`config.mk`:
```
export PLATFORM = sky130hd
export DESIGN_NAME = superfasthash_stream_top
export DESIGN_NICKNAME = d
export VERILOG_FILES = /design/src/rtl/sfh_pkg.sv /design/src/rtl/sfh_front.sv /design/src/rtl/sfh_queue.sv /design/src/rtl/sfh_back.sv /design/src/rtl/superfasthash_stream_top.sv
export SDC_FILE = /design/constraint.sdc
export NUM_CORES = 1
export LEC_CHECK = 0
export BUFFER_PORTS_ARGS = -buffer_cell sky130_fd_sc_hd__buf_2
export CAP_MARGIN = 10
export CORE_MARGIN = 2
export CORE_UTILIZATION = 32
export CTS_BUF_LIST = sky130_fd_sc_hd__clkbuf_4 sky130_fd_sc_hd__clkbuf_8 sky130_fd_sc_hd__clkbuf_16
export DETAILED_ROUTE_END_ITERATION = 12
export PLACE_DENSITY = 0.5
export SYNTH_ARGS = -nofsm -noshare
export SYNTH_HDL_FRONTEND = slang
export SYNTH_HIERARCHICAL = 1
export SYNTH_SLANG_ARGS = --single-unit
```
`constraint.sdc`:
```
create_clock -name clk -period 10.05 [get_ports clk]
set_input_delay 0.5025 -clock clk [delete_from_list [all_inputs] [get_ports clk]]
set_output_delay 0.5025 -clock clk [all_outputs]
set_load 0.005 [all_outputs]
```
`src/rtl/sfh_pkg.sv`:
```
// ----------------------------------------------------------------------------
// sfh_pkg
// Shared types, constants and mixing functions for the streaming
// SuperFastHash block.
// ----------------------------------------------------------------------------
`default_nettype none

package sfh_pkg;

  // Width of the length counter and the stated length
  localparam int LEN_BITS  = 16;
  // Width of the total_length input field
  localparam int TLEN_W    = 16;
  localparam int WORD_W    = 32;
  localparam int NBYTES_W  = 3;
  localparam logic [NBYTES_W-1:0] FULL_WORD = 3'd4;

  // One finished message handed from the front end to the back end
  typedef struct packed {
    logic [WORD_W-1:0] hash;      // hash before the final avalanche
    logic              zero_len;  // stated length was zero
    logic              mismatch;  // counted bytes differ from stated length
  } sfh_entry_t;

  // Sign-extend one byte to a full word
  function automatic logic [WORD_W-1:0] sext8(input logic [7:0] b);
    sext8 = {{(WORD_W-8){b[7]}}, b};
  endfunction

  // Full-word mix as two 16-bit halves
  function automatic logic [WORD_W-1:0] mix_word(input logic [WORD_W-1:0] h_in,
                                                 input logic [WORD_W-1:0] w);
    logic [WORD_W-1:0] h;
    logic [WORD_W-1:0] t;
    h = h_in + {16'h0, w[15:0]};
    t = ({16'h0, w[31:16]} << 11) ^ h;
    h = (h << 16) ^ t;
    h = h + (h >> 11);
    mix_word = h;
  endfunction

  // Tail mix for a remainder of one, two or three bytes
  function automatic logic [WORD_W-1:0] mix_tail(input logic [WORD_W-1:0] h_in,
                                                 input logic [WORD_W-1:0] w,
                                                 input logic [NBYTES_W-1:0] n);
    logic [WORD_W-1:0] h;
    h = h_in;
    case (n)
      3'd3: begin
        h = h + {16'h0, w[15:0]};
        h = h ^ (h << 16);
        h = h ^ (sext8(w[23:16]) << 18);
        h = h + (h >> 11);
      end
      3'd2: begin
        h = h + {16'h0, w[15:0]};
        h = h ^ (h << 11);
        h = h + (h >> 17);
      end
      3'd1: begin
        h = h + sext8(w[7:0]);
        h = h ^ (h << 10);
        h = h + (h >> 1);
      end
      default: h = h_in;
    endcase
    mix_tail = h;
  endfunction

  // Final avalanche
  function automatic logic [WORD_W-1:0] avalanche(input logic [WORD_W-1:0] h_in);
    logic [WORD_W-1:0] h;
    h = h_in;
    h = h ^ (h << 3);
    h = h + (h >> 5);
    h = h ^ (h << 4);
    h = h + (h >> 17);
    h = h ^ (h << 25);
    h = h + (h >> 6);
    avalanche = h;
  endfunction

endpackage

`default_nettype wire

```
`src/rtl/sfh_front.sv`:
```
// ----------------------------------------------------------------------------
// sfh_front
// Accepts message words, keeps the running hash and byte count, and on the
// last word pushes the pre-avalanche hash and length flags to the queue.
// ----------------------------------------------------------------------------
`default_nettype none

module sfh_front (
  input  wire logic                          clk,
  input  wire logic                          rst_n,
  input  wire logic                          in_valid,
  output logic                               in_ready,
  input  wire logic [sfh_pkg::WORD_W-1:0]    in_word,
  input  wire logic [sfh_pkg::NBYTES_W-1:0]  in_valid_bytes,
  input  wire logic                          in_last,
  input  wire logic [sfh_pkg::TLEN_W-1:0]    in_total_length,
  input  wire logic                          q_full,
  output logic                               q_push,
  output sfh_pkg::sfh_entry_t                q_entry
);
  import sfh_pkg::*;

  logic                 in_msg_r,  in_msg_nxt;
  logic [WORD_W-1:0]    hash_r,    hash_nxt;
  logic [LEN_BITS-1:0]  count_r,   count_nxt;
  logic [LEN_BITS-1:0]  stated_r,  stated_nxt;

  logic                 accept;
  logic [NBYTES_W-1:0]  n_clamp;
  logic [WORD_W-1:0]    hash_base;
  logic [LEN_BITS-1:0]  count_base;
  logic [LEN_BITS:0]    count_sum;
  logic [LEN_BITS-1:0]  count_new;
  logic [WORD_W-1:0]    hash_full;
  logic [WORD_W-1:0]    hash_last;

  assign in_ready = ~q_full;
  assign accept   = in_valid & in_ready;

  // Clamp valid byte count to a full word
  assign n_clamp = (in_valid_bytes > FULL_WORD) ? FULL_WORD : in_valid_bytes;

  // First word of a message seeds hash and length
  always_comb begin
    if (in_msg_r) begin
      stated_nxt = stated_r;
      hash_base  = hash_r;
      count_base = count_r;
    end else begin
      stated_nxt = LEN_BITS'(in_total_length);
      hash_base  = WORD_W'(LEN_BITS'(in_total_length));
      count_base = '0;
    end
  end

  // Saturating byte count
  assign count_sum = {1'b0, count_base} + (LEN_BITS+1)'(n_clamp);
  assign count_new = count_sum[LEN_BITS] ? {LEN_BITS{1'b1}} : count_sum[LEN_BITS-1:0];

  // Mix paths
  assign hash_full = mix_word(hash_base, in_word);
  assign hash_last = (n_clamp == FULL_WORD) ? hash_full : mix_tail(hash_base, in_word, n_clamp);

  assign in_msg_nxt = ~in_last;
  assign hash_nxt   = hash_full;
  assign count_nxt  = count_new;

  // Queue push on the last word
  assign q_push           = accept & in_last;
  assign q_entry.hash     = hash_last;
  assign q_entry.zero_len = (stated_nxt == '0);
  assign q_entry.mismatch = (count_new != stated_nxt);

  // Message state
  always_ff @(posedge clk) begin
    if (!rst_n) begin
      in_msg_r <= 1'b0;
    end else if (accept) begin
      in_msg_r <= in_msg_nxt;
    end
  end

  // Running values
  always_ff @(posedge clk) begin
    if (!rst_n) begin
      hash_r   <= '0;
      count_r  <= '0;
      stated_r <= '0;
    end else if (accept) begin
      hash_r   <= hash_nxt;
      count_r  <= count_nxt;
      stated_r <= stated_nxt;
    end
  end

endmodule

`default_nettype wire

```
`src/rtl/sfh_queue.sv`:
```
// ----------------------------------------------------------------------------
// sfh_queue
// Two-entry queue of finished messages between front and back end.
// ----------------------------------------------------------------------------
`default_nettype none

module sfh_queue (
  input  wire logic                clk,
  input  wire logic                rst_n,
  input  wire logic                push,
  input  wire sfh_pkg::sfh_entry_t push_entry,
  output logic                     full,
  input  wire logic                pop,
  output logic                     q_valid,
  output sfh_pkg::sfh_entry_t      head
);
  import sfh_pkg::*;

  sfh_entry_t  slot_r [2];
  logic        wr_ptr_r, wr_ptr_nxt;
  logic        rd_ptr_r, rd_ptr_nxt;
  logic [1:0]  cnt_r,    cnt_nxt;
  logic        do_push, do_pop;

  assign full    = (cnt_r == 2'd2);
  assign q_valid = (cnt_r != 2'd0);
  assign head    = slot_r[rd_ptr_r];

  assign do_push = push & ~full;
  assign do_pop  = pop & q_valid;

  // Pointer and occupancy update
  always_comb begin
    wr_ptr_nxt = do_push ? ~wr_ptr_r : wr_ptr_r;
    rd_ptr_nxt = do_pop  ? ~rd_ptr_r : rd_ptr_r;
    case ({do_push, do_pop})
      2'b10:   cnt_nxt = cnt_r + 2'd1;
      2'b01:   cnt_nxt = cnt_r - 2'd1;
      default: cnt_nxt = cnt_r;
    endcase
  end

  always_ff @(posedge clk) begin
    if (!rst_n) begin
      wr_ptr_r <= 1'b0;
      rd_ptr_r <= 1'b0;
      cnt_r    <= 2'd0;
    end else begin
      wr_ptr_r <= wr_ptr_nxt;
      rd_ptr_r <= rd_ptr_nxt;
      cnt_r    <= cnt_nxt;
    end
  end

  // Entry storage
  always_ff @(posedge clk) begin
    if (do_push) begin
      slot_r[wr_ptr_r] <= push_entry;
    end
  end

endmodule

`default_nettype wire

```
`src/rtl/sfh_back.sv`:
```
// ----------------------------------------------------------------------------
// sfh_back
// Takes finished messages from the queue, applies the final avalanche and
// holds the request in the output register until it is taken.
// ----------------------------------------------------------------------------
`default_nettype none

module sfh_back (
  input  wire logic                        clk,
  input  wire logic                        rst_n,
  input  wire logic                        q_valid,
  input  wire sfh_pkg::sfh_entry_t         head,
  output logic                             pop,
  output logic                             out_valid,
  input  wire logic                        out_ready,
  output logic [sfh_pkg::WORD_W-1:0]       out_hash_value,
  output logic                             out_length_mismatch
);
  import sfh_pkg::*;

  logic              out_valid_r, out_valid_nxt;
  logic [WORD_W-1:0] hash_r,      hash_nxt;
  logic              mis_r,       mis_nxt;

  // Load when the output register is empty or being drained
  assign pop = q_valid & (~out_valid_r | out_ready);

  always_comb begin
    out_valid_nxt = out_valid_r;
    if (pop) begin
      out_valid_nxt = 1'b1;
    end else if (out_ready) begin
      out_valid_nxt = 1'b0;
    end
    hash_nxt = head.zero_len ? '0 : avalanche(head.hash);
    mis_nxt  = head.mismatch;
  end

  always_ff @(posedge clk) begin
    if (!rst_n) begin
      out_valid_r <= 1'b0;
    end else begin
      out_valid_r <= out_valid_nxt;
    end
  end

  // Result payload
  always_ff @(posedge clk) begin
    if (pop) begin
      hash_r <= hash_nxt;
      mis_r  <= mis_nxt;
    end
  end

  assign out_valid           = out_valid_r;
  assign out_hash_value      = hash_r;
  assign out_length_mismatch = mis_r;

endmodule

`default_nettype wire

```
`src/rtl/superfasthash_stream_top.sv`:
```
// Throughput: one word per cycle while the queue is not full; the
// running-hash mix in the front end sets that figure, and the two-entry
// queue absorbs output stalls.
// Reset: synchronous, active low; clears message state, queue and output
// valid. No clearing pass; ready is high as soon as the queue is cleared.
// ----------------------------------------------------------------------------
// superfasthash_stream_top
// Streaming 32-bit SuperFastHash: front end mixes words, back end runs the
// final avalanche and drives the result channel.
// ----------------------------------------------------------------------------
`default_nettype none

module superfasthash_stream_top (
  input  wire logic                          clk,
  input  wire logic                          rst_n,
  input  wire logic                          in_valid,
  output logic                               in_ready,
  input  wire logic [sfh_pkg::WORD_W-1:0]    in_word,
  input  wire logic [sfh_pkg::NBYTES_W-1:0]  in_valid_bytes,
  input  wire logic                          in_last,
  input  wire logic [sfh_pkg::TLEN_W-1:0]    in_total_length,
  output logic                               out_valid,
  input  wire logic                          out_ready,
  output logic [sfh_pkg::WORD_W-1:0]         out_hash_value,
  output logic                               out_length_mismatch
);
  import sfh_pkg::*;

  logic       q_full;
  logic       q_push;
  logic       q_pop;
  logic       q_valid;
  sfh_entry_t q_in;
  sfh_entry_t q_head;

  sfh_front u_front (
    .clk             (clk),
    .rst_n           (rst_n),
    .in_valid        (in_valid),
    .in_ready        (in_ready),
    .in_word         (in_word),
    .in_valid_bytes  (in_valid_bytes),
    .in_last         (in_last),
    .in_total_length (in_total_length),
    .q_full          (q_full),
    .q_push          (q_push),
    .q_entry         (q_in)
  );

  sfh_queue u_queue (
    .clk        (clk),
    .rst_n      (rst_n),
    .push       (q_push),
    .push_entry (q_in),
    .full       (q_full),
    .pop        (q_pop),
    .q_valid    (q_valid),
    .head       (q_head)
  );

  sfh_back u_back (
    .clk                 (clk),
    .rst_n               (rst_n),
    .q_valid             (q_valid),
    .head                (q_head),
    .pop                 (q_pop),
    .out_valid           (out_valid),
    .out_ready           (out_ready),
    .out_hash_value      (out_hash_value),
    .out_length_mismatch (out_length_mismatch)
  );

endmodule

`default_nettype wire

```
==> results.md <==
* I/O Pins at 91
* Die area at 71,600 um2
* Async SR Flop Fraction at 0
* TritonRoute pass-1 iters at 5
* First-pass GRT wire length at 125,000 um
* #FFs+latches synth at 172
* Crit-path slowest cell: dfxtp_2
* Hold path start: in_total_length[4]
* H-tree levels at 4
* Worst Hold Depth at 3
* DRC Markers at 0
* Tcrit/Tclk final at 0.915
* Final global-route overflow total at 0
* CTS tree: built
* Status: finished, final reports clean
* Reg2reg setup slack at 860 ps
* Buffers & Inverters on Critical Path at 2
* Worst path required time at 10,220 ps
* IO buf count at 90
* CTS clk-pin slew, worst paths at 90 ps
* Core area at 68,700 um2
* Worst path arrival time at 9370 ps
* Mapped Cells at 2,699
* Unique cell type count in the Yosys netlist at 123
* Multi-input gate area at 17,000 um2
* Cell area after synthesis at 22,200 um2
* Reg2reg path depth at 37
* Largest net degree at the start of global routing at 61
* CP Capture Type: flip-flop
* Clock Skew at 24.7 ps
* Die Span X at 268 um
* Final Hold Viols at 0
* DR iter-0 viols at 1,749
* # diodes at 0
* Critical path fanouts, max at 19
* Cts hold-fix bufs at 0
* Final HPWL from detailed placement at 67,800 um
* Fin. max-slew vios at 0
* Std cell rows at 96
* Share of layout cells above drive strength 1 at 0.111
* Fmax at 0.109 GHz
* Most frequent CP cell: a21oi_1
* Vias post-DR at 20,900
* Antenna-violating nets left at 0
* Final number of setup-violating endpoints at 0
* Wire length per cell at 22.6 um
* CP max stage delay at 470 ps
* Max-Cap Viols at 0
* Vias in the first global route at 19,900
* Total negative slack at 0 ps
* Relative slew slack at 0.234
* Clock latency on the worst-skew pair at 460 ps
* Placed Cells at 3,648
* Die Y-Extent at 268 um
* Area Growth Syn to Fin at 9.24%
* Total CTS buffers at 17
* Worst r2r dst: u_back/out_hash_value[28]$_SDFFCE_PP0P_
* Initial core utilization at 0.324
* Startpoint types: flip-flop
* Fin crit period at 9190 ps
* Hold WC Path Type: in2reg
* Number of synthesized flops with an enable pin at 101
* Ys flop type: edfxtp_1
* Hold Crit Endpoint: u_front/stated_r[4]$_SDFFE_PN0P_
* Crit path kind: reg2reg
* Fillers at 7,253
* CTS Buffer Depth at 2
* Routability cong. at 0.952
* Final nets at 2,998
* Area occupied by registers at 4460 um2
* Syn avg cell area at 8.24 um2
* Total GRT Usage at 0.230
* Crit path max-delay family: compound AO/OA/AOI/OAI gates
* RSZ-0062 raised after global routing: no
* Detailed-route wire length at 83,200 um
* Seq/Total Area, Yosys at 0.200
* Fin cells at 3,680
* Antenna violations before repair at 0
* Syn_nets at 2,961
* Via-per-instance ratio at 5.68
* Sink Count at 172
* Yosys warns at 6
* Root buffer cell: clkbuf_16
* Worst-margin pin slew at 1120 ps
* Core Util, Final at 0.354
[synth_stat cells, types with 15 or more instances]
| cell | instances | share of area |
|---|---|---|
| a21oi_1 | 249 | 0.056 |
| nand2_1 | 238 | 0.040 |
| xnor2_1 | 217 | 0.085 |
| nor2_1 | 206 | 0.035 |
| ha_1 | 197 | 0.11 |
| xor2_1 | 156 | 0.061 |
| o21ai_0 | 124 | 0.028 |
| edfxtp_1 | 101 | 0.14 |
| inv_1 | 97 | 0.016 |
| a21o_1 | 94 | 0.032 |
| clkbuf_1 | 83 | 0.014 |
| dfxtp_1 | 71 | 0.064 |
| nand3_1 | 69 | 0.016 |
| nor3_1 | 61 | 0.014 |
| mux2_2 | 57 | 0.029 |
| a211oi_1 | 52 | 0.018 |
| o21a_1 | 39 | 0.013 |
| nor2b_1 | 38 | 0.011 |
| nand4_1 | 37 | 0.010 |
| a31oi_1 | 34 | 0.0096 |
| nand2b_1 | 33 | 0.0093 |
| and3_1 | 24 | 0.0068 |
| and2_1 | 22 | 0.0062 |
| o211ai_1 | 22 | 0.0074 |
| o21bai_1 | 20 | 0.0068 |
| mux2i_1 | 19 | 0.0086 |
| or3_1 | 18 | 0.0051 |
| nor4_1 | 15 | 0.0042 |
[layer usage]
metal | share of wire | vias to the layer above | wire, um | track usage
met5 | 0 | - | 0 | 0
met4 | 0.043 | 0 | 3620 | 0.0942
met3 | 0.060 | 141 | 5000 | 0.0308
met2 | 0.45 | 746 | 37100 | 0.366
met1 | 0.45 | 10000 | 37500 | 0.313
li1 | - | 9960 | - | -
[logic make-up after synthesis]
family | count (synthesis) | synth area share
compound gates | 789 | 0.238
xor+xnor | 401 | 0.174
fa+ha+maj | 210 | 0.121
buf+inv | 205 | 0.0360
flops | 172 | 0.200
mux | 85 | 0.0455
simple gates | 837 | 0.186
[how the worst max path moves through the flow]
stage                   start                                 endpoint  slack, ps  cells past startpoint
detailed placement  flip-flop  u_back/out_hash_value[28]$_SDFFCE_PP0P_        680                     37
global route        flip-flop  u_back/out_hash_value[28]$_SDFFCE_PP0P_        100                     39
floorplan           flip-flop  u_back/out_hash_value[28]$_SDFFCE_PP0P_       1900                     41
global placement    flip-flop  u_back/out_hash_value[28]$_SDFFCE_PP0P_        850                     32
CTS                 flip-flop  u_back/out_hash_value[28]$_SDFFCE_PP0P_        650                     37
finish              flip-flop  u_back/out_hash_value[28]$_SDFFCE_PP0P_        860                     37
[cell usage in the layout, fill, tap and decap left out, types with 10 or more instances in the layout]
master	n
inv_1	97
and4_1	10
o21bai_1	20
a211oi_1	52
dfxtp_1	69
xnor2_2	10
o21a_1	39
o211ai_1	22
xnor2_1	214
edfxtp_1	101
a21oi_1	249
or2_2	13
and3_1	24
nand4_1	37
buf_4	30
a31oi_1	34
nand3_1	69
o21ai_0	124
ha_1	197
nand2b_1	33
clkbuf_16	17
nor2_1	206
nor2b_1	36
mux2i_1	19
xnor3_1	11
nand2_1	238
nor4_1	15
xor2_1	156
buf_2	90
a21o_1	94
and2_1	22
or3_1	18
o31a_1	13
mux2_2	57
nor3_1	61
o22ai_1	12
[worst min-delay path, cell delays in order]
cell and delay [ps]:
buf_2 120, nand2_1 60, a21oi_1 50
[per-stage QoR]
step                      hold slack [ps]  instance area, um2  worst slack [ps]
after floorplan                       433               22200              1900
after global placement                443               23700               849
after detailed placement              446               23700               681
after CTS                             281               24300               647
after global routing                  298               24300               104
final                                 313               24300               859
[registers in the layout (all words and copies together), names as in the netlist, named ones only]
name and count:
u_queue/wr_ptr_r 1, u_queue/rd_ptr_r 1, u_front/count_r 16, u_queue/cnt_r 2
u_back/out_hash_value 32, u_queue/slot_r 68, u_back/out_valid 1, u_front/hash_r 32
u_front/stated_r 16, u_front/in_msg_r 1, u_back/out_length_mismatch 1
[area by class of cell]
cell class                 count  share of cell area
clock inverter                15             0.00639
sequential                   172               0.183
tap                          931              0.0479
timing repair buffer         120              0.0278
clock buffer                  17              0.0175
inverter                     103              0.0159
multi-input combinational   2322               0.701
[what timing repair did]
item	in CTS	in global routing
endpoints found under the setup margin	0	4
setup buffers	0	0
gates resized for setup	0	3
Power is left out: the tool's default activity adds up to more than one toggle a clock period on the data nets, which glitch-free logic cannot reach.
